===== config.mk =====
export PLATFORM = sky130hd
export DESIGN_NAME = sem_tap_cell
export DESIGN_NICKNAME = d
export VERILOG_FILES = /design/src/hdl/sem_pkg.sv /design/src/hdl/sem_tap_cell.sv
export SDC_FILE = /design/constraint.sdc
export NUM_CORES = 1
export LEC_CHECK = 0
export BUFFER_PORTS_ARGS = -buffer_cell sky130_fd_sc_hd__buf_2
export CAP_MARGIN = 10
export CORE_MARGIN = 3
export CORE_UTILIZATION = 49
export DETAILED_ROUTE_END_ITERATION = 10
export PLACE_DENSITY = 0.91
export SLEW_MARGIN = 20
export SYNTH_ARGS = -nofsm -noshare
export SYNTH_HDL_FRONTEND = slang
export SYNTH_SLANG_ARGS = --single-unit

===== constraint.sdc =====
create_clock -name clk_i -period 1.77 [get_ports clk_i]
set_input_delay 0.354 -clock clk_i [delete_from_list [all_inputs] [get_ports clk_i]]
set_output_delay 0.354 -clock clk_i [all_outputs]
set_load 0.03 [all_outputs]

===== src/hdl/sem_pkg.sv =====
// ----------------------------------------------------------------------------
// sem_pkg: shared types and constants of the sobel edge magnitude block
// Field widths, configuration codes, pixel and pipeline record types.
// ----------------------------------------------------------------------------
package sem_pkg;

  localparam int MAX_WIDTH_DEF = 1024;
  localparam int FW_W          = 11;
  localparam int FH_W          = 13;
  localparam int CFG_W         = 13;
  localparam int CFG_IDX_W     = 2;
  localparam int ROW_W         = 14;
  localparam int N_W           = 24;
  localparam int PIX_W         = 24;
  localparam int CH_W          = 8;
  localparam int NUM_CH        = 3;
  localparam int GRAD_W        = 12;
  localparam int SUM_W         = 22;
  localparam int RAD_W         = 16;
  localparam int REM_W         = 10;
  localparam int SQRT_STEPS    = 8;

  localparam logic [FW_W-1:0]  FW_RESET  = 11'd640;
  localparam logic [FH_W-1:0]  FH_RESET  = 13'd480;
  localparam logic [SUM_W-1:0] SAT_LIMIT = 22'd65280;
  localparam logic [CH_W-1:0]  CH_MAX    = 8'd255;

  localparam logic CMD_PIXEL = 1'b0;
  localparam logic CMD_DRAIN = 1'b1;

  typedef enum logic [CFG_IDX_W-1:0] {
    CFG_FRAME_WIDTH  = 2'd0,
    CFG_FRAME_HEIGHT = 2'd1
  } cfg_idx_e;

  typedef logic [PIX_W-1:0] pix_t;
  typedef pix_t [2:0]       col_t;

  typedef struct packed {
    logic                            vld;
    logic                            fend;
    logic [NUM_CH-1:0]               sat;
    logic [NUM_CH-1:0][RAD_W-1:0]    rad;
    logic [NUM_CH-1:0][REM_W-1:0]    rem;
    logic [NUM_CH-1:0][CH_W-1:0]     root;
  } sqrt_t;

endpackage


===== src/hdl/sem_tap_cell.sv =====
// ----------------------------------------------------------------------------
// sem_tap_cell: one column of the 3x3 window
// Holds three pixels and takes the column of its right neighbor on shift.
// ----------------------------------------------------------------------------
module sem_tap_cell (
  input  logic              clk_i,
  input  logic              rst_ni,
  input  logic              en_i,
  input  sem_pkg::col_t     col_i,
  output sem_pkg::col_t     col_o
);

  sem_pkg::col_t col_q;

  always_ff @(posedge clk_i or negedge rst_ni) begin
    if (!rst_ni) begin
      col_q <= '0;
    end else if (en_i) begin
      col_q <= col_i;
    end
  end

  assign col_o = col_q;

endmodule


# Yosys cells after proc, flatten, opt, wreduce, memory -nomap -nowiden
# Cells that the tools add are included.
[totals] ff_bits=72 input_bits=75 output_inout_bits=72

# Logic depth before layout (Yosys ltp)
# Gate-level depths: netlist of the first run.
[logic_depth] word_depth=0 mapped_depth=3 depth_no_buf=1

# Worst setup path after synthesis of the first run
# OpenSTA, ideal clock, no wires.
[synth_timing] kind="input to register" startpoint="input port en_i" endpoint="register col_q (netlist bit col_o[0])" setup_ps=125 arrival_ps=965 t_required_ps=1645 setup_slack_ps=679 stages=3 cell_sequence="buf_6 buf_12 mux2_4"
[synth_lines] item="start: declaration" line_no="sem_tap_cell.sv:8" source="input logic en_i,"
[synth_lines] item="end signal: assignment" line_no="sem_tap_cell.sv:19" source="col_q <= col_i;"
[synth_lines] item="end: declaration" line_no="sem_tap_cell.sv:13" source="sem_pkg::col_t col_q;"
# No word-level cell between the ends.

# Final worst setup path of the first run
[layout_timing] startpoint="register col_q (netlist bit col_o[14])" endpoint="output port col_o[14] (netlist name)"
[layout_lines] item="end: declaration" line_no="sem_tap_cell.sv:10" source="output sem_pkg::col_t col_o"
# No word-level cell between the ends.

==> run metrics, run 1 <==
I/O Pins 147; vias per cell 4.80; Most used DFF post-synth dfrtp_1; post-cts gate resize count 0; maximum VDD drop 0.610 mV; post-synth net total 227; Final ANT Viol Nets 0; Max Cap Viol 0; setup ws final 0.475 ns; RD Place Congestion 0.791; Hold WS 0.0617 ns; Tot Pwr 4.24 mW; initial drt markers 53; share of the synthesized area in the top cell type 59.5%; Initial Util 52.7%; Worst setup EP type output pin; RSZ-0062 raised after global routing false; Area Overhead vs Synth 31.5%; CP Launch Type flop; vias in the first global route 1994; CTS Buffer Depth 2; Worst Tran Pin Value 0.438 ns; top cells by count, synth dfrtp_1 (72), mux2_4 (70), buf_12 (7); Max Clock Skew 0 ns; Die Height 84.6 µm; most common cell in the netlist dfrtp_1; CP peak stage delay 0.39 ns; Cell Chain, Critical Path buf_2; Synth warnings 0; post-synthesis cell type with the largest combined area dfrtp_1; Yosys reg bits 72; area of the core 5740 µm²; cell family contributing the most delay on the critical path flip-flops; EDFF count, synth 0; Crit-path slowest cell dfrtp_1; worst-skew pair later-pin latency 0.33 ns; DRT Pass-1 Iters 4; post-CTS setup buffers 0; setup TNS 0 ns; clock sinks 72; final instance area 3980 µm²; final wirelength 6420 µm; post-route minimum period 1.30 ns; Vias 1839; CP bufs+invs 1; Max Fanout on Critical Path 2; CTS root buffer clkbuf_8; Chip Width 84.6 µm; clock buffer count from CTS 9; drc violations 0; first-pass GRT wire length 10700 µm; sequential area share after synthesis 59.5%; IO buf count 146; Clk pin slew, worst setup/hold paths 0.07 ns; slew margin rel. 70.8%; Hold Buf Count CTS 0; run status finished clean; dpl hpwl 4900 µm; Cells after DPL 367; largest net degree at the start of global routing 37; CTS tree done; PD cells 1070 nW/µm²; Critical Path RT 1.42 ns; Global Route Usage Sum 19.2%; ratio of final minimum period to clock period 73.2%; fin util 69.3%; Layout fillers 404; Crit Path Class flop to output pin; initial antenna violation count 0; syn_area_per_cell 19.9 µm²; fmax 772 MHz; Hold Crit Class primary input to asynchronous set/reset pin; Netlist cell types 5; # nets final 381; mapped cell area 3030 µm²; DP Area 3760 µm²; Final Non-Filler Cells 383; Slew Limit Fails 0; Cells after Synth 152; Fin. Hold Viols 0; # diodes 0; max reg flops 72; H-Tree Depth 3; grt total ovfl 0; async set-reset flop share out of synthesis 100%; WP data arrival 0.94 ns; Place WS 0.513 ns; WL/cell 16.8 µm; synth top area cells dfrtp_1 (60%), mux2_4 (35%), buf_12 (4.6%); Pleak 2.15 nW; Die ar. 7160 µm²; layout cell share with drive strength beyond 1 76.5%; row cnt 27; final setup fails 0
[cells in the final DEF (no fill, tap or decap)]
| cell type | n |
|---|---|
| buf_2 | 145 |
| dfrtp_1 | 72 |
| mux2_4 | 70 |
| clkbuf_8 | 13 |
| buf_4 | 4 |
| mux2_2 | 2 |
| buf_12 | 2 |
| clkinv_2 | 1 |
| bufinv_16 | 1 |
| clkbuf_1 | 1 |
[worst paths after layout]
path,startpoint,endpoint,slack (ns),depth (start not counted)
min in group clk_i,col_i[25],col_o[25],0.24,2
worst min register to register,col_o[3],col_o[3],0.51,1
max in group asynchronous,rst_ni,col_o[67],1.39,2
worst max-delay path,col_o[14],col_o[14],0.47,1
worst max register to register,col_o[33],col_o[33],0.97,1
worst min-delay path,rst_ni,col_o[59],0.06,2
[report_power, final]
group	total, mW	internal, mW	leakage, nW	switching (mW)
sequential	1.91	1.81	0.842	0.0963
combinational	0.979	0.423	1.19	0.556
clock	1.36	0.804	0.113	0.554
total	4.24	3.04	2.15	1.21
[kinds of logic after synthesis]
logic type | after synthesis | share of synthesized area, %
multiplexers | 72 | 35.5
flip-flops | 72 | 59.5
buffers and inverters | 8 | 5.00
[per-layer routing]
metal  vias up  global-route usage, %  wire (µm)
li1        841                      -          -
met1       885                   24.9       2660
met2       103                   30.0       3080
met3        10                   6.87        595
met4         0                   6.47         79
met5         -                      0          0
[layout make-up]
type,count,area (µm²),area share (%)
repair buffers,151,796,20.0
clock inverters,2,35.0,0.881
flip-flops and latches,72,1800,45.3
well taps,72,90.1,2.26
multi-input cells,72,1070,27.0
clock buffers,14,183,4.59
Power figures use the tool's default switching activity.
==> run 2, diff against run 1 <==
--- a/config.mk
+++ b/config.mk
@@ -5,12 +5,13 @@
 export SDC_FILE = /design/constraint.sdc
 export NUM_CORES = 1
 export LEC_CHECK = 0
+export ABC_AREA = 1
 export BUFFER_PORTS_ARGS = -buffer_cell sky130_fd_sc_hd__buf_2
 export CAP_MARGIN = 10
 export CORE_MARGIN = 3
-export CORE_UTILIZATION = 49
+export CORE_UTILIZATION = 44
 export DETAILED_ROUTE_END_ITERATION = 10
-export PLACE_DENSITY = 0.91
+export PLACE_DENSITY = 0.86
 export SLEW_MARGIN = 20
 export SYNTH_ARGS = -nofsm -noshare
 export SYNTH_HDL_FRONTEND = slang
==> constraint.sdc (replaced) <==
create_clock -name clk_i -period 1.3 [get_ports clk_i]
set_input_delay 0.26 -clock clk_i [delete_from_list [all_inputs] [get_ports clk_i]]
set_output_delay 0.26 -clock clk_i [all_outputs]
set_load 0.03 [all_outputs]
==> run metrics, run 2 <==
Reg area 1800 µm²; final setup fails 0; Crit Path Class flop to output pin; fmax 861 MHz; Sw Share 29.7%; Max Fanout on Critical Path 2; run status finished clean; Sw Pwr 1.58 mW; async set-reset flop share out of synthesis 100%; RD Place Congestion 0.760; sequential area share after synthesis 65.5%; Worst Tran Pin Value 0.472 ns; Die Height 85.0 µm; H-Tree Depth 3; largest net degree at the start of global routing 73; main combinational cell family by area after synthesis simple AND/OR/NAND/NOR gates; mapped cell area 2750 µm²; WP data arrival 0.90 ns; Post-Synth Adder-Cell Area 0%; cell family contributing the most delay on the critical path flip-flops; Critical Path RT 1.04 ns; Cells after Synth 304; grt total ovfl 0; post-cts gate resize count 0; Pleak 2.23 nW; IO buf count 146; post-CTS setup buffers 0; met3 usage 4.37%; I/O Pins 147; simple-gate area share of the yosys netlist 29.5%; max reg flops 72; met2 Use GR 32.5%; worst-skew pair later-pin latency 0.32 ns; Tot Pwr 5.32 mW; CP peak stage delay 0.39 ns; dpl hpwl 4530 µm; top cells by count, synth nand2_1 (216), dfrtp_1 (72), buf_6 (8); Initial Util 45.9%; CTS tree done; Multi-input gate area 811 µm²; post-synth net total 379; Worst setup EP type output pin; clock buffer count from CTS 9; PD cells 1440 nW/µm²; GR Util met1 21.0%; CP Launch Type flop; setup TNS 0 ns; Cell Chain, Critical Path buf_2; Fin. Hold Viols 0; initial antenna violation count 1; Global Route Usage Sum 18.4%; CTS root buffer clkbuf_8; xor/xnor share of the synthesized area 0%; clock sinks 72; post-synthesis cell type with the largest combined area dfrtp_1; vias per cell 4.53; Vias 2394; Synth warnings 0; Clk pwr share 32.4%; layer carrying the most global-route usage met2; Seq pwr share 47.8%; RSZ-0062 raised after global routing false; Comb pwr share 19.7%; share of the synthesized area in the top cell type 65.5%; setup ws final 0.138 ns; post-route minimum period 1.16 ns; Die ar. 7230 µm²; row cnt 28; most common cell in the netlist nand2_1; Most used DFF post-synth dfrtp_1; Clk pin slew, worst setup/hold paths 0.08 ns; drc violations 0; Final ANT Viol Nets 0; layout cell share with drive strength beyond 1 35.9%; # diodes 0; slew margin rel. 68.6%; Hold Crit Class primary input to flop; Slew Limit Fails 0; Layout fillers 539; Chip Width 85.0 µm; CTS Buffer Depth 2; syn_area_per_cell 9.04 µm²; # nets final 524; most frequent cells in the layout nand2_1 (216), buf_2 (145), dfrtp_1 (72); complex-gate fraction of the synthesized area 0%; fin util 61.7%; Netlist cell types 6; Crit-path slowest cell dfrtp_1; Area Overhead vs Synth 34.5%; CP bufs+invs 1; Yosys reg bits 72; Max Clock Skew 0 ns; vias in the first global route 2361; ratio of final minimum period to clock period 89.4%; Place WS 0.262 ns; Hold WS 0.126 ns; most common cell after layout, fill and taps aside nand2_1; area of the core 5990 µm²; initial drt markers 93; Max Cap Viol 0; multiplexer area fraction after synthesis 0%; maximum VDD drop 1.07 mV; P_int 3.74 mW; WL/cell 11.8 µm; synth top area cells dfrtp_1 (66%), nand2_1 (29%), buf_6 (3.3%); EDFF count, synth 0; final wirelength 6270 µm; DRT Pass-1 Iters 4; first-pass GRT wire length 10500 µm
[run 2: cell count changes in the layout (fill, tap and decap cells not counted), sizes merged]
cell	before	now
buf	151	148
clkbuf	14	13
clkinv	1	2
dlygate4sd3	0	1
inv	0	1
mux2	72	0
nand2	0	216
[run 2: layout make-up]
cell class	count	share of cell area, %
Tap cell	75	2.54
Inverter	1	0.237
Clock buffer	13	4.30
Timing Repair Buffer	149	21.2
Sequential cell	72	48.7
Multi-Input combinational cell	216	21.9
Clock inverter	3	1.08
[run 2: metrics by stage]
stage	instances	cell area [µm²]
after floorplan	304	2750
after global placement	512	3490
after detailed placement	512	3490
after CTS	529	3700
after global routing	529	3700
final	529	3700
[run 2: per-layer routing]
metal / vias up / share of wire [%]
met1: 1093 / 39
met5: - / 0.21
met3: 12 / 8.2
li1: 1196 / -
met4: 2 / 1.7
met2: 91 / 51
[run 2: path summary, 6_finish.rpt]
kind | from | endpoint | slack (ns) | cells after the start
min in group asynchronous | rst_ni | col_o[6] | 0.49 | 3
max in group asynchronous | rst_ni | col_o[33] | 0.53 | 3
hold reg to reg | col_o[47] | col_o[47] | 0.46 | 2
setup reg to reg | col_o[10] | col_o[10] | 0.67 | 2
setup / recovery | col_o[41] | col_o[41] | 0.14 | 1
hold / removal | col_i[60] | col_o[60] | 0.13 | 3
[run 2: power by group through the flow]
stage / Clock [mW] / Combinational [mW] / Sequential, mW
2_1_floorplan: 0 / 0.253 / 2.98
3_3_place_gp: 0 / 1.04 / 2.58
3_5_place_dp: 0 / 1.07 / 2.58
4_1_cts: 1.78 / 1.07 / 2.55
5_1_grt: 1.89 / 1.15 / 2.57
6_report: 1.73 / 1.05 / 2.54
[run 2: what timing repair did]
| action | 4_1_cts | 5_1_grt |
|---|---|---|
| endpoints found under the hold margin | 72 | 0 |
| hold buffers | 1 | 0 |
| setup endpoints to repair | 0 | 0 |
[run 2: cell families after synthesis]
group,count (synthesis)
simple gates,216
flops,72
buf+inv,16
[run 2: worst register-to-register path: cells and delay by family, from the launching register on]
kind	cells	cell delay, ns
and+or+nand+nor	2	0.13
DFF	1	0.39
==> run 3, diff against run 2 <==
==> constraint.sdc (replaced) <==
create_clock -name clk_i -period 1.19 [get_ports clk_i]
set_input_delay 0.238 -clock clk_i [delete_from_list [all_inputs] [get_ports clk_i]]
set_output_delay 0.238 -clock clk_i [all_outputs]
set_load 0.03 [all_outputs]
==> run metrics, run 3 (synthesis results as in run 2) <==
run status finished clean; Die ar. 7230 µm²; CP bufs+invs 1; setup ws final 0.0463 ns; WP data arrival 0.91 ns; fmax 874 MHz; Place WS 0.163 ns; H-Tree Depth 3; vias in the first global route 2405; clock sinks 72; Chip Width 85.0 µm; initial antenna violation count 1; PD cells 1550 nW/µm²; Fin. Hold Viols 0; final wirelength 6330 µm; RD Place Congestion 0.760; Max Clock Skew 0 ns; Pleak 2.22 nW; # diodes 0; max reg flops 72; CP Launch Type flop; most common cell after layout, fill and taps aside nand2_1; Crit Path Class flop to output pin; maximum VDD drop 1.04 mV; worst-skew pair later-pin latency 0.32 ns; final setup fails 0; clock buffer count from CTS 9; row cnt 28; CTS Buffer Depth 2; Global Route Usage Sum 18.6%; IO buf count 146; most frequent cells in the layout nand2_1 (216), buf_2 (145), dfrtp_1 (72); largest net degree at the start of global routing 73; CP peak stage delay 0.40 ns; Cells after DPL 512; Vias 2434; Initial Util 45.9%; layout cell share with drive strength beyond 1 35.7%; RSZ-0062 raised after global routing false; Critical Path RT 0.95 ns; Max Fanout on Critical Path 2; Final Non-Filler Cells 529; first-pass GRT wire length 10700 µm; CTS root buffer clkbuf_8; drc violations 0; # nets final 524; DRT Pass-1 Iters 4; WL/cell 12.0 µm; Worst setup EP type output pin; I/O Pins 147; Tot Pwr 5.69 mW; initial drt markers 90; final instance area 3680 µm²; ratio of final minimum period to clock period 96.1%; Final ANT Viol Nets 0; Slew Limit Fails 0; Cell Chain, Critical Path buf_2; DP Area 3490 µm²; area of the core 5990 µm²; Hold Crit Class primary input to flop; Area Overhead vs Synth 33.8%; post-route minimum period 1.14 ns; setup TNS 0 ns; Max Cap Viol 0; post-cts gate resize count 0; Worst Tran Pin Value 0.479 ns; vias per cell 4.60; Crit-path slowest cell dfrtp_1; CTS tree done; dpl hpwl 4510 µm; slew margin rel. 68.0%; cell family contributing the most delay on the critical path flip-flops; Die Height 85.0 µm; grt total ovfl 0; Clk pin slew, worst setup/hold paths 0.07 ns
run 3: power by group:
part / leakage (nW) / switching (mW) / internal [mW]
sequential: 0.877 / 0.116 / 2.66
combinational: 1.25 / 0.802 / 0.347
clock: 0.0941 / 0.799 / 0.960
total: 2.22 / 1.72 / 3.97
run 3: layout make-up:
type,count,area (µm²)
Clock inverter,4,45.0
Inverter,1,8.76
Tap cell,75,93.8
Sequential cell,72,1800
Multi-Input combinational cell,216,811
Fill cell,529,2310
Timing Repair Buffer,149,783
Clock buffer,12,135
run 3: final timing paths:
kind / start / endpoint / slack [ns] / cells after the start
worst max-delay path: col_o[41] / col_o[41] / 0.05 / 1
worst min-delay path: col_i[42] / col_o[42] / 0.10 / 3
worst max register to register: col_o[25] / col_o[25] / 0.56 / 2
worst min register to register: col_o[47] / col_o[47] / 0.46 / 2
max in group asynchronous: rst_ni / col_o[46] / 0.44 / 3
min in group asynchronous: rst_ni / col_o[7] / 0.46 / 3
run 3: what timing repair did:
action	CTS	global route
hold buffers	1	0
hold endpoints to repair	72	0
setup buffers	0	0
run 3: stage by stage:
| stage | hold slack (ns) | utilization [%] |
|---|---|---|
| after floorplan | -0.0576 | - |
| after global placement | 0.272 | 58.2 |
| after detailed placement | 0.278 | 58.2 |
| after CTS | 0.0881 | 61.4 |
| after global routing | 0.100 | 61.4 |
| final | 0.104 | 61.4 |
run 3: worst register-to-register path: stages, from the launching register on:
cell and delay, ns:
dfrtp_1 0.39, nand2_1 0.07, nand2_1 0.06
run 3: per-layer routing:
layer / vias to the layer above / routed length [µm] / GRT usage, %
met2: 103 / 3190 / 32.9
met3: 12 / 545 / 4.85
met1: 1126 / 2490 / 21.4
met4: 2 / 89 / 7.34
li1: 1191 / - / -
met5: - / 13 / 0
