### config.mk
export PLATFORM = sky130hd
export DESIGN_NAME = sem_sqrt_cell
export DESIGN_NICKNAME = d
export VERILOG_FILES = /design/src/hdl/sem_pkg.sv /design/src/hdl/sem_sqrt_cell.sv
export SDC_FILE = /design/constraint.sdc
export NUM_CORES = 1
export LEC_CHECK = 0
export BUFFER_PORTS_ARGS = -buffer_cell sky130_fd_sc_hd__buf_4
export CORE_ASPECT_RATIO = 1.25
export CORE_MARGIN = 3
export CORE_UTILIZATION = 48
export CTS_CLUSTER_SIZE = 10
export DETAILED_ROUTE_END_ITERATION = 10
export HOLD_SLACK_MARGIN = 0.08
export PLACE_DENSITY = 0.81
export SETUP_SLACK_MARGIN = 0.05
export SLEW_MARGIN = 10
export SYNTH_ARGS = -nofsm -noshare
export SYNTH_HDL_FRONTEND = slang
export SYNTH_SLANG_ARGS = --single-unit
### constraint.sdc
create_clock -name clk_i -period 0.88 [get_ports clk_i]
set_input_delay 0.088 -clock clk_i [delete_from_list [all_inputs] [get_ports clk_i]]
set_output_delay 0.088 -clock clk_i [all_outputs]
set_load 0.01 [all_outputs]
### src/hdl/sem_pkg.sv
// ----------------------------------------------------------------------------
// sem_pkg: shared types and constants of the sobel edge magnitude block
// Field widths, configuration codes, pixel and pipeline record types.
// ----------------------------------------------------------------------------
package sem_pkg;

  localparam int MAX_WIDTH_DEF = 1024;
  localparam int FW_W          = 11;
  localparam int FH_W          = 13;
  localparam int CFG_W         = 13;
  localparam int CFG_IDX_W     = 2;
  localparam int ROW_W         = 14;
  localparam int N_W           = 24;
  localparam int PIX_W         = 24;
  localparam int CH_W          = 8;
  localparam int NUM_CH        = 3;
  localparam int GRAD_W        = 12;
  localparam int SUM_W         = 22;
  localparam int RAD_W         = 16;
  localparam int REM_W         = 10;
  localparam int SQRT_STEPS    = 8;

  localparam logic [FW_W-1:0]  FW_RESET  = 11'd640;
  localparam logic [FH_W-1:0]  FH_RESET  = 13'd480;
  localparam logic [SUM_W-1:0] SAT_LIMIT = 22'd65280;
  localparam logic [CH_W-1:0]  CH_MAX    = 8'd255;

  localparam logic CMD_PIXEL = 1'b0;
  localparam logic CMD_DRAIN = 1'b1;

  typedef enum logic [CFG_IDX_W-1:0] {
    CFG_FRAME_WIDTH  = 2'd0,
    CFG_FRAME_HEIGHT = 2'd1
  } cfg_idx_e;

  typedef logic [PIX_W-1:0] pix_t;
  typedef pix_t [2:0]       col_t;

  typedef struct packed {
    logic                            vld;
    logic                            fend;
    logic [NUM_CH-1:0]               sat;
    logic [NUM_CH-1:0][RAD_W-1:0]    rad;
    logic [NUM_CH-1:0][REM_W-1:0]    rem;
    logic [NUM_CH-1:0][CH_W-1:0]     root;
  } sqrt_t;

endpackage

### src/hdl/sem_sqrt_cell.sv
// ----------------------------------------------------------------------------
// sem_sqrt_cell: one step of the digit-by-digit square root
// Resolves one root bit per channel and hands the record to the next cell.
// ----------------------------------------------------------------------------
module sem_sqrt_cell (
  input  logic            clk_i,
  input  logic            rst_ni,
  input  logic            en_i,
  input  sem_pkg::sqrt_t  rec_i,
  output sem_pkg::sqrt_t  rec_o
);

  sem_pkg::sqrt_t rec_d;
  logic           vld_q;
  sem_pkg::sqrt_t rec_q;

  always_comb begin
    logic [sem_pkg::REM_W+1:0] rem_x;
    logic [sem_pkg::REM_W+1:0] trial;
    rec_d = rec_i;
    for (int ch = 0; ch < sem_pkg::NUM_CH; ch++) begin
      rem_x = {rec_i.rem[ch], rec_i.rad[ch][sem_pkg::RAD_W-1 -: 2]};
      trial = (sem_pkg::REM_W+2)'({rec_i.root[ch], 2'b01});
      rec_d.rad[ch] = {rec_i.rad[ch][sem_pkg::RAD_W-3:0], 2'b00};
      if (rem_x >= trial) begin
        rec_d.rem[ch]  = sem_pkg::REM_W'(rem_x - trial);
        rec_d.root[ch] = {rec_i.root[ch][sem_pkg::CH_W-2:0], 1'b1};
      end else begin
        rec_d.rem[ch]  = sem_pkg::REM_W'(rem_x);
        rec_d.root[ch] = {rec_i.root[ch][sem_pkg::CH_W-2:0], 1'b0};
      end
    end
  end

  always_ff @(posedge clk_i or negedge rst_ni) begin
    if (!rst_ni) begin
      vld_q <= 1'b0;
    end else if (en_i) begin
      vld_q <= rec_i.vld;
    end
  end

  always_ff @(posedge clk_i) begin
    if (en_i) begin
      rec_q <= rec_d;
    end
  end

  always_comb begin
    rec_o     = rec_q;
    rec_o.vld = vld_q;
  end

endmodule

* After elaboration in Yosys (flattened, before gate mapping) *
Cells that the tools add are included.

storage, ports and cells
  register bits = 101
  input port bits = 110
  output and inout port bits = 107
  word-level logic and storage cells = 24

operators by class
  add/subtract/negate cells = 3
  order comparisons = 3
  mux-type cells = 6

operators by type and width
  cell                                          count
  greater-or-equal comparator 12 x 10 -> 1 bit  3
  two-way mux 10 bit                            3
  subtractor 10 bit                             3
  two-way mux 1 bit                             3

* Depth between registers and ports, before layout *
Gate-level depths: netlist (run 1).

  word-level depth = 2
  mapped depth = 8

* Worst setup path before layout (run 1) *
Ideal clock, no wire load.

  kind = input-to-reg
  start point = input rec_i[16] in the netlist's numbering
  end point = register rec_q (netlist bit rec_o[46]) (data pin)
  data arrival time = 1.690 ns
  data required time = 0.620 ns
  slack = -1.070 ns
  stages on the path = 8
  cells stage by stage = inv_1 -> ha_1 -> nor2b_4 -> o31a_4 -> a41oi_1 -> o211a_1 -> buf_6 -> mux2_4

RTL lines
  what                  line                 text
  from (decl)           sem_sqrt_cell.sv:9   input sem_pkg::sqrt_t rec_i,
  to (signal assigned)  sem_sqrt_cell.sv:45  rec_q <= rec_d;
  to (decl)             sem_sqrt_cell.sv:15  sem_pkg::sqrt_t rec_q;

==> run_results.csv, run 1 <==
group,metric,value,unit
timing,setup_violations,135,
clocking,cts_sinks,101,
grt,first_global_vias,5249,
place,gp_congestion,0.834,
route,ant_nets,0,
grt,busiest_layer,"met2",
power_and_ir_drop,fin_total_pwr,15.2,mW
cells_and_area,syn2layout_area_growth,87.6,%
power_and_ir_drop,p_per_area,1630,nW/um^2
critical_path,critPathCaptureType,"flip-flop",
critical_path,critPathMaxFanout,4,
die,dieArea,11600,um^2
timing,post-route-period-util,194,%
cells_and_area,drive_above_1_share,55.4,%
critical_path,ff2ff_setup_slack,-0.05,ns
die,num_rows,40,
timing,hold_viol,0,
clocking,cts_root_buf,"clkbuf_16",
logic_synthesis,synth_edf_count,100,
grt,overflow,0,
critical_path,start_kind,"input port",
timing,hold-worst-slack,0.0491,ns
critical_path,critPathBufInv,3,
clocking,clkTransAtPathRegs,0.08,ns
power_and_ir_drop,max-vdd-ir-drop,0.00113,V
die,fp.dieH,120,um
clocking,cts_tree,"done",
timing,rsz0062_at_grt,"yes",
run_status,status,"finished, violations left",
critical_path,crit_slowest_cell,"mux2_4",
route,vias,5324,
route,drt_iter0_drc,514,
min_path,hold_class,"input port to flip-flop",
logic_synthesis,yosysSeqAreaShare,60.9,%
grt,grtUsageTotal,34.1,%
flow_run,cap_viol_max_count,0,
timing,slew_headroom,65.0,%
timing,tightest_slew,0.521,ns
logic_synthesis,synth_area_leaders,"edfxtp_1 60%, ha_1 7.5%, mux2_4 6.3%, xnor2_1 2.6%, inv_1 2.5%",
timing,fin_crit,1.70,ns
die,fp.dieW,97.0,um
logic_synthesis,ys_ff_latch,101,
timing,finalMaxSlewViolations,0,
logic_synthesis,syn_area,4970,um^2
logic_synthesis,async_flop_share,0.990,%
power_and_ir_drop,p_leak,4.08,nW
clocking,clock_path_buffers,2,
route,firstDrtPassIters,5,
grt,grt_pass1_wl,30400,um
route,vias_per_cell,6.06,
run_status,violations,"setup timing",
grt,gr-usage-met2,64.4,%
die,num_io_pins,217,
grt,grt_max_degree,45,
route,totalWireLength,24600,um
cells_and_area,fin_util,94.6,%
clocking,htreeDepth,3,
critical_path,cp_common_cell,"buf_4",
route,drcViolationCount,0,
critical_path,cpPeakStageDelay,0.31,ns
logic_synthesis,yosysUniqueCellTypes,33,
timing,skew,0,ns
place,port_buffers,210,
grt,antenna_found_initial,0,
die,floorplan.initialDensity,50.4,%
critical_path,crit_family,"compound AO/OA/AOI/OAI gates",
timing,fmax,0.587,GHz
grt,use_met1,37.1,%
logic_synthesis,synth_area_leader_cell,"edfxtp_1",
critical_path,worstPathCellList,"buf_4 > inv_1 > ha_2 > nor2b_4 > o31a_4 > buf_4 > o21ai_0 > a2bb2oi_1 > mux2_4",
clocking,clk_latency,0.35,ns
logic_synthesis,yosys_warnings,0,
logic_synthesis,synth_flop_cell,"edfxtp_1",
die,core-area,9860,um^2
cells_and_area,fin_nets,888,
place,dp_hpwl,10800,um
critical_path,crit_required,0.98,ns
cells_and_area,stdcell_area,9330,um^2
logic_synthesis,syn_avg_cell_area,14.1,um^2
grt,grt_use_met3,5.87,%
clocking,hold_buffers,70,
place,placed_area,7510,um^2
cells_and_area,num_antenna_cells,0,
critical_path,worstPathArrival,1.81,ns
critical_path,path_class,"input port to flip-flop",
logic_synthesis,synth_top_area_share,60.4,%
route,avgRoutedWirePerCell,28.0,um
clocking,numCtsBuffers,9,
timing,setup_slack,-0.824,ns
logic_synthesis,syn_inst,353,
[path summary, 6_finish.rpt]
kind / from / end / cells after the start
min reg2reg: vld_q / vld_q / 2
min: rec_i[34] / rec_o[36] / 2
max: rec_i[69] / rec_o[30] / 9
max reg2reg: vld_q / vld_q / 2
max in group asynchronous: rst_ni / vld_q / 3
min in group asynchronous: rst_ni / vld_q / 3
[layer usage]
layer  up-vias  part of all wire [%]
met5         -                     0
met4         0                   7.8
met3       154                   9.4
met2       554                    52
met1      2517                    31
li1       2099                     -
[state kept, by name (all words and copies together), names as in the netlist]
name	count
rec_o	100
vld_q	1
[what timing repair did]
| item | in CTS | in global routing |
|---|---|---|
| pin swaps | 0 | 7 |
| cloned | 0 | 1 |
| resized for setup | 112 | 66 |
| buffers inserted | 6 | 8 |
| endpoints found under the hold margin | 89 | 14 |
| endpoints found under the setup margin | 134 | 135 |
[kinds of logic after synthesis]
logic type,after synthesis,share of synthesized area (%)
adder cells (fa/ha/maj),30,7.55
AO/OA/AOI/OAI,69,9.74
multiplexers,28,7.85
buffers and inverters,43,4.23
XOR/XNOR,18,3.17
AND/OR/NAND/NOR,63,6.52
flip-flops,101,60.9
other,1,0.0754
[where the power goes]
group	switching (mW)	internal (mW)
Clock	2.07	1.99
Sequential	0.307	5.89
Combinational	2.18	2.77
[cells in the mapped netlist, drive strengths merged (6+ instances only)]
library cell,instances
nor3,9
nand2,18
nand2b,6
buf,10
xnor2,15
edfxtp,100
nand3,6
o21a,6
o21ai,18
nor2b,6
mux2,25
ha,30
a21oi,15
inv,33
nor2,12
o211ai,9
[final cells by class]
class                           count  area [um^2]
Sequential cell                   101         3030
Clock inverter                      7         66.3
Timing Repair Buffer              389         3620
Multi-Input combinational cell    214         2090
Fill cell                         250          529
Clock buffer                        9          225
Inverter                           33          139
Tap cell                          126          158
[metrics by stage]
| stage | setup slack (ns) | setup TNS [ns] | instances |
|---|---|---|---|
| global placement | -1.16 | -34.45 | 778 |
| global route | -0.877 | -38.24 | 879 |
| finish | -0.824 | -35.17 | 879 |
| CTS | -0.707 | -29.43 | 870 |
| detailed placement | -1.13 | -34.68 | 778 |
| floorplan | -0.896 | -26.99 | 358 |
[cell usage in the layout (no fill, tap or decap), drive strengths merged, types with 6 or more instances in the layout]
cell / n
inv: 36
nor2: 12
a21oi: 15
nor2b: 6
nand3: 6
nand2: 18
ha: 30
clkbuf: 10
nor3: 9
dlygate4sd3: 69
buf: 319
o211ai: 9
mux2: 25
conb: 6
edfxtp: 100
xnor2: 15
o21a: 6
o21ai: 18
nand2b: 6
Power figures use the tool's default switching activity.
==> run 2, diff against run 1 <==
--- a/config.mk
+++ b/config.mk
@@ -8,11 +8,11 @@
 export BUFFER_PORTS_ARGS = -buffer_cell sky130_fd_sc_hd__buf_4
 export CORE_ASPECT_RATIO = 1.25
 export CORE_MARGIN = 3
-export CORE_UTILIZATION = 48
+export CORE_UTILIZATION = 52
 export CTS_CLUSTER_SIZE = 10
 export DETAILED_ROUTE_END_ITERATION = 10
 export HOLD_SLACK_MARGIN = 0.08
-export PLACE_DENSITY = 0.81
+export PLACE_DENSITY = 0.87
 export SETUP_SLACK_MARGIN = 0.05
 export SLEW_MARGIN = 10
 export SYNTH_ARGS = -nofsm -noshare
==> constraint.sdc (replaced) <==
create_clock -name clk_i -period 2.1 [get_ports clk_i]
set_input_delay 0.21 -clock clk_i [delete_from_list [all_inputs] [get_ports clk_i]]
set_output_delay 0.21 -clock clk_i [all_outputs]
set_load 0.01 [all_outputs]
==> run_results.csv, run 2 (synthesis results as in run 1) <==
group,metric,value,unit
cells_and_area,largest_reg_flops,100,
timing,slew_headroom,55.3,%
grt,antenna_found_initial,0,
clocking,post-cts-setup-buffers,0,
cells_and_area,drive_above_1_share,42.8,%
grt,grtUsageTotal,25.3,%
clocking,post_cts_resized,0,
power_and_ir_drop,switchingPower,1.40,mW
die,fp.dieW,93.5,um
route,avgRoutedWirePerCell,17.3,um
power_and_ir_drop,p_leak,3.50,nW
place,port_buffers,210,
power_and_ir_drop,power.internal,4.32,mW
die,floorplan.initialDensity,53.9,%
timing,tightest_slew,0.654,ns
grt,grt_use_met3,6.68,%
power_and_ir_drop,seqPwrFrac,44.1,%
die,num_io_pins,217,
place,gp_congestion,0.909,
clocking,cts_tree,"done",
power_and_ir_drop,clockPowerShare,31.0,%
grt,busiest_layer,"met2",
route,totalWireLength,13700,um
clocking,cts_sinks,101,
timing,skew,0,ns
timing,setup_violations,0,
grt,first_global_vias,4212,
run_status,status,"complete, no violations",
route,firstDrtPassIters,5,
clocking,clkTransAtPathRegs,0.07,ns
clocking,numCtsBuffers,9,
cells_and_area,layout_commonest_cell,"buf_4",
route,drcViolationCount,0,
grt,use_met1,26.6,%
route,drt_iter0_drc,182,
grt,grt_pass1_wl,20800,um
power_and_ir_drop,max-vdd-ir-drop,0.000451,V
grt,overflow,0,
critical_path,crit_required,2.18,ns
critical_path,critPathCaptureType,"flip-flop",
die,fp.dieH,115,um
timing,fmax,0.515,GHz
critical_path,start_kind,"input port",
clocking,hold_buffers,68,
timing,hold_viol,0,
route,vias_per_cell,5.12,
cells_and_area,syn2layout_area_growth,59.0,%
min_path,hold_class,"input port to flip-flop",
power_and_ir_drop,p_per_area,724,nW/um^2
cells_and_area,num_antenna_cells,0,
flow_run,cap_viol_max_count,0,
critical_path,path_class,"input port to flip-flop",
power_and_ir_drop,switching_share,24.5,%
timing,finalMaxSlewViolations,0,
clocking,clk_latency,0.33,ns
cells_and_area,fin_nets,803,
die,core-area,9220,um^2
grt,grt_max_degree,43,
clocking,htreeDepth,3,
clocking,clock_path_buffers,2,
route,ant_nets,0,
place,dp_hpwl,9420,um
cells_and_area,fin_cells,791,
clocking,cts_root_buf,"clkbuf_16",
critical_path,critPathMaxFanout,4,
power_and_ir_drop,p_comb_share,24.8,%
cells_and_area,fin_util,85.8,%
grt,gr-usage-met2,47.1,%
timing,fin_crit,1.94,ns
critical_path,worstPathArrival,2.03,ns
die,dieArea,10800,um^2
cells_and_area,final_cell_mix,"233 x buf_4, 100 x edfxtp_1, 68 x dlygate4sd3_1",
place,dp.cells,707,
power_and_ir_drop,fin_total_pwr,5.72,mW
route,vias,4047,
die,num_rows,39,
timing,rsz0062_at_grt,"no",
timing,post-route-period-util,92.4,%
## run 2: cell count changes in the layout (fill, tap and decap cells not counted), sizes merged
cell         delta
buf            -83
clkinvlp        -1
bufinv          +2
dlygate4sd3     -1
clkbuf          -1
inv             -1
## run 2: layout make-up
type / instances / area (um^2)
repair buffers: 304 / 2490
inverters: 33 / 124
fillers: 463 / 1310
well taps: 123 / 154
clock buffers: 9 / 225
clock inverters: 7 / 96.3
multi-input cells: 214 / 1790
flip-flops and latches: 101 / 3030
## run 2: final timing paths
| kind | slack [ns] | from | to | cells after the start |
|---|---|---|---|---|
| setup / recovery | 0.16 | rec_i[7] | rec_o[28] | 7 |
| setup reg to reg | 1.34 | vld_q | vld_q | 1 |
| hold reg to reg | 0.53 | vld_q | vld_q | 1 |
| hold / removal | 0.12 | rec_i[106] | vld_q | 2 |
| min in group asynchronous | 0.24 | rst_ni | vld_q | 2 |
| max in group asynchronous | 1.78 | rst_ni | vld_q | 2 |
## run 2: critical path: stages
cell and delay [ns]:
buf_4 0.08, inv_1 0.03, ha_1 0.29, a2111oi_0 0.64, o211a_1 0.30, buf_4 0.17
mux2_4 0.31
## run 2: layer usage
metal  up-vias  share of wire, %
li1       1925                 -
met1      1906                35
met2       188                54
met3        28               8.6
met4         0               2.8
met5         -                 0
## run 2: metrics by stage
step | hold WS, ns | worst slack, ns | cell area, um^2 | TNS [ns]
finish | 0.119 | 0.159 | 7910 | 0
global route | 0.112 | 0.0970 | 7910 | 0
CTS | 0.0997 | 0.191 | 7910 | 0
detailed placement | -0.00996 | -0.172 | 6910 | -2.70
global placement | -0.0153 | -0.0406 | 6910 | -0.518
floorplan | -0.0856 | 0.136 | 5030 | 0
## run 2: power groups by stage
stage          Sequential [mW]  Clock (mW)  Combinational, mW
2_1_floorplan             2.67           0              0.538
3_3_place_gp              2.56           0               1.26
3_5_place_dp              2.57           0               1.30
4_1_cts                   2.52        1.79               1.40
5_1_grt                   2.55        1.89               1.53
6_report                  2.53        1.78               1.42
==> run 3, diff against run 2 <==
--- a/config.mk
+++ b/config.mk
@@ -6,7 +6,6 @@
 export NUM_CORES = 1
 export LEC_CHECK = 0
 export BUFFER_PORTS_ARGS = -buffer_cell sky130_fd_sc_hd__buf_4
-export CORE_ASPECT_RATIO = 1.25
 export CORE_MARGIN = 3
 export CORE_UTILIZATION = 52
 export CTS_CLUSTER_SIZE = 10
==> run_results.csv, run 3 (synthesis results as in run 1) <==
group,metric,value,unit
critical_path,crit_slowest_cell,"o21ai_0",
place,dp_hpwl,10400,um
die,core-area,9280,um^2
cells_and_area,largest_reg_flops,100,
timing,rsz0062_at_grt,"no",
route,totalWireLength,15900,um
power_and_ir_drop,p_per_area,668,nW/um^2
grt,grtUsageTotal,29.3,%
die,dieArea,10800,um^2
power_and_ir_drop,max-vdd-ir-drop,0.000375,V
grt,antenna_found_initial,0,
timing,slew_headroom,65.7,%
cells_and_area,stdcell_area,7780,um^2
timing,skew,0,ns
die,num_rows,35,
clocking,numCtsBuffers,9,
clocking,post_cts_resized,0,
critical_path,critPathMaxFanout,3,
critical_path,critPathCaptureType,"flip-flop",
route,vias_per_cell,5.28,
grt,grt_max_degree,34,
timing,setup_tns,0,ns
grt,grt_pass1_wl,24600,um
critical_path,worstPathArrival,1.91,ns
die,fp.dieW,104,um
timing,setup_violations,0,
clocking,cts_root_buf,"clkbuf_8",
critical_path,worstPathCellList,"buf_4 > inv_1 > ha_1 > buf_4 > o211ai_1 > o21ai_0 > a211o_1 > nand3_1 > mux2_2",
clocking,post-cts-setup-buffers,0,
cells_and_area,syn2layout_area_growth,56.5,%
clocking,cts_sinks,101,
grt,first_global_vias,4561,
cells_and_area,drive_above_1_share,42.7,%
die,floorplan.initialDensity,53.6,%
timing,hold_viol,0,
clocking,clkTransAtPathRegs,0.10,ns
timing,post-route-period-util,85.6,%
place,placed_area,6920,um^2
run_status,status,"complete, no violations",
cells_and_area,num_antenna_cells,0,
critical_path,start_kind,"input port",
cells_and_area,fin_nets,802,
route,avgRoutedWirePerCell,20.0,um
place,gp_congestion,0.882,
route,firstDrtPassIters,5,
grt,overflow,0,
critical_path,cp_common_cell,"buf_4",
route,drcViolationCount,0,
min_path,hold_class,"input port to flip-flop",
clocking,clock_path_buffers,2,
timing,tightest_slew,0.502,ns
clocking,cts_tree,"done",
cells_and_area,layout_commonest_cell,"buf_4",
clocking,clk_latency,0.35,ns
die,num_io_pins,217,
route,drt_iter0_drc,258,
critical_path,cpPeakStageDelay,0.43,ns
route,vias,4206,
route,ant_nets,0,
timing,fin_crit,1.80,ns
timing,fmax,0.556,GHz
cells_and_area,final_cell_mix,"231 x buf_4, 100 x edfxtp_1, 68 x dlygate4sd3_1",
die,fp.dieH,104,um
timing,finalMaxSlewViolations,0,
critical_path,path_class,"input port to flip-flop",
power_and_ir_drop,p_leak,3.44,nW
flow_run,cap_viol_max_count,0,
critical_path,crit_required,2.21,ns
clocking,htreeDepth,3,
place,port_buffers,210,
## run 3: final timing paths
check / cells after the start / slack, ns / end / start
min in group asynchronous: 2 / 0.21 / vld_q / rst_ni
max in group asynchronous: 2 / 1.81 / vld_q / rst_ni
hold reg to reg: 1 / 0.56 / vld_q / vld_q
hold / removal: 2 / 0.10 / vld_q / rec_i[106]
setup reg to reg: 1 / 1.32 / vld_q / vld_q
setup / recovery: 9 / 0.30 / rec_o[33] / rec_i[1]
## run 3: where the power goes
group / switching, mW / total (mW) / internal (mW)
combinational: 0.645 / 1.47 / 0.820
clock: 0.736 / 1.19 / 0.456
sequential: 0.0812 / 2.54 / 2.46
## run 3: cell type report
type | instances | area [um^2]
flip-flops and latches | 101 | 3030
repair buffers | 303 | 2490
multi-input cells | 214 | 1790
fillers | 475 | 1500
well taps | 129 | 161
clock buffers | 10 | 128
inverters | 33 | 124
clock inverters | 6 | 56.3
## run 3: metal layers
layer / track usage (%) / up-vias / routed length, um
met2: 55.2 / 219 / 8530
met3: 7.10 / 34 / 1110
li1: - / 1922 / -
met5: 0 / - / 0
met1: 31.5 / 2031 / 5780
met4: 10.9 / 0 / 467
## run 3: metrics by stage
step	power [mW]	utilization [%]	cells	hold slack (ns)	worst slack (ns)
floorplan	3.21	-	358	-0.0856	0.136
global placement	3.83	74.5	712	-0.0142	-0.00596
detailed placement	3.89	74.5	712	-0.0111	-0.0600
CTS	5.14	83.8	796	0.100	0.328
global route	5.41	83.8	796	0.0870	0.228
finish	5.20	83.8	796	0.104	0.302
## run 3: timing repair
item                                   CTS  global route
setup endpoints to repair                0             0
hold buffers                            68             0
endpoints found under the hold margin   68             0
## run 3: critical path, delay by kind of cell
family / cells / cell delay, ns
buf+inv: 3 / 0.28
mux: 1 / 0.26
simple gates: 1 / 0.09
fa+ha+maj: 1 / 0.34
compound gates: 3 / 0.74
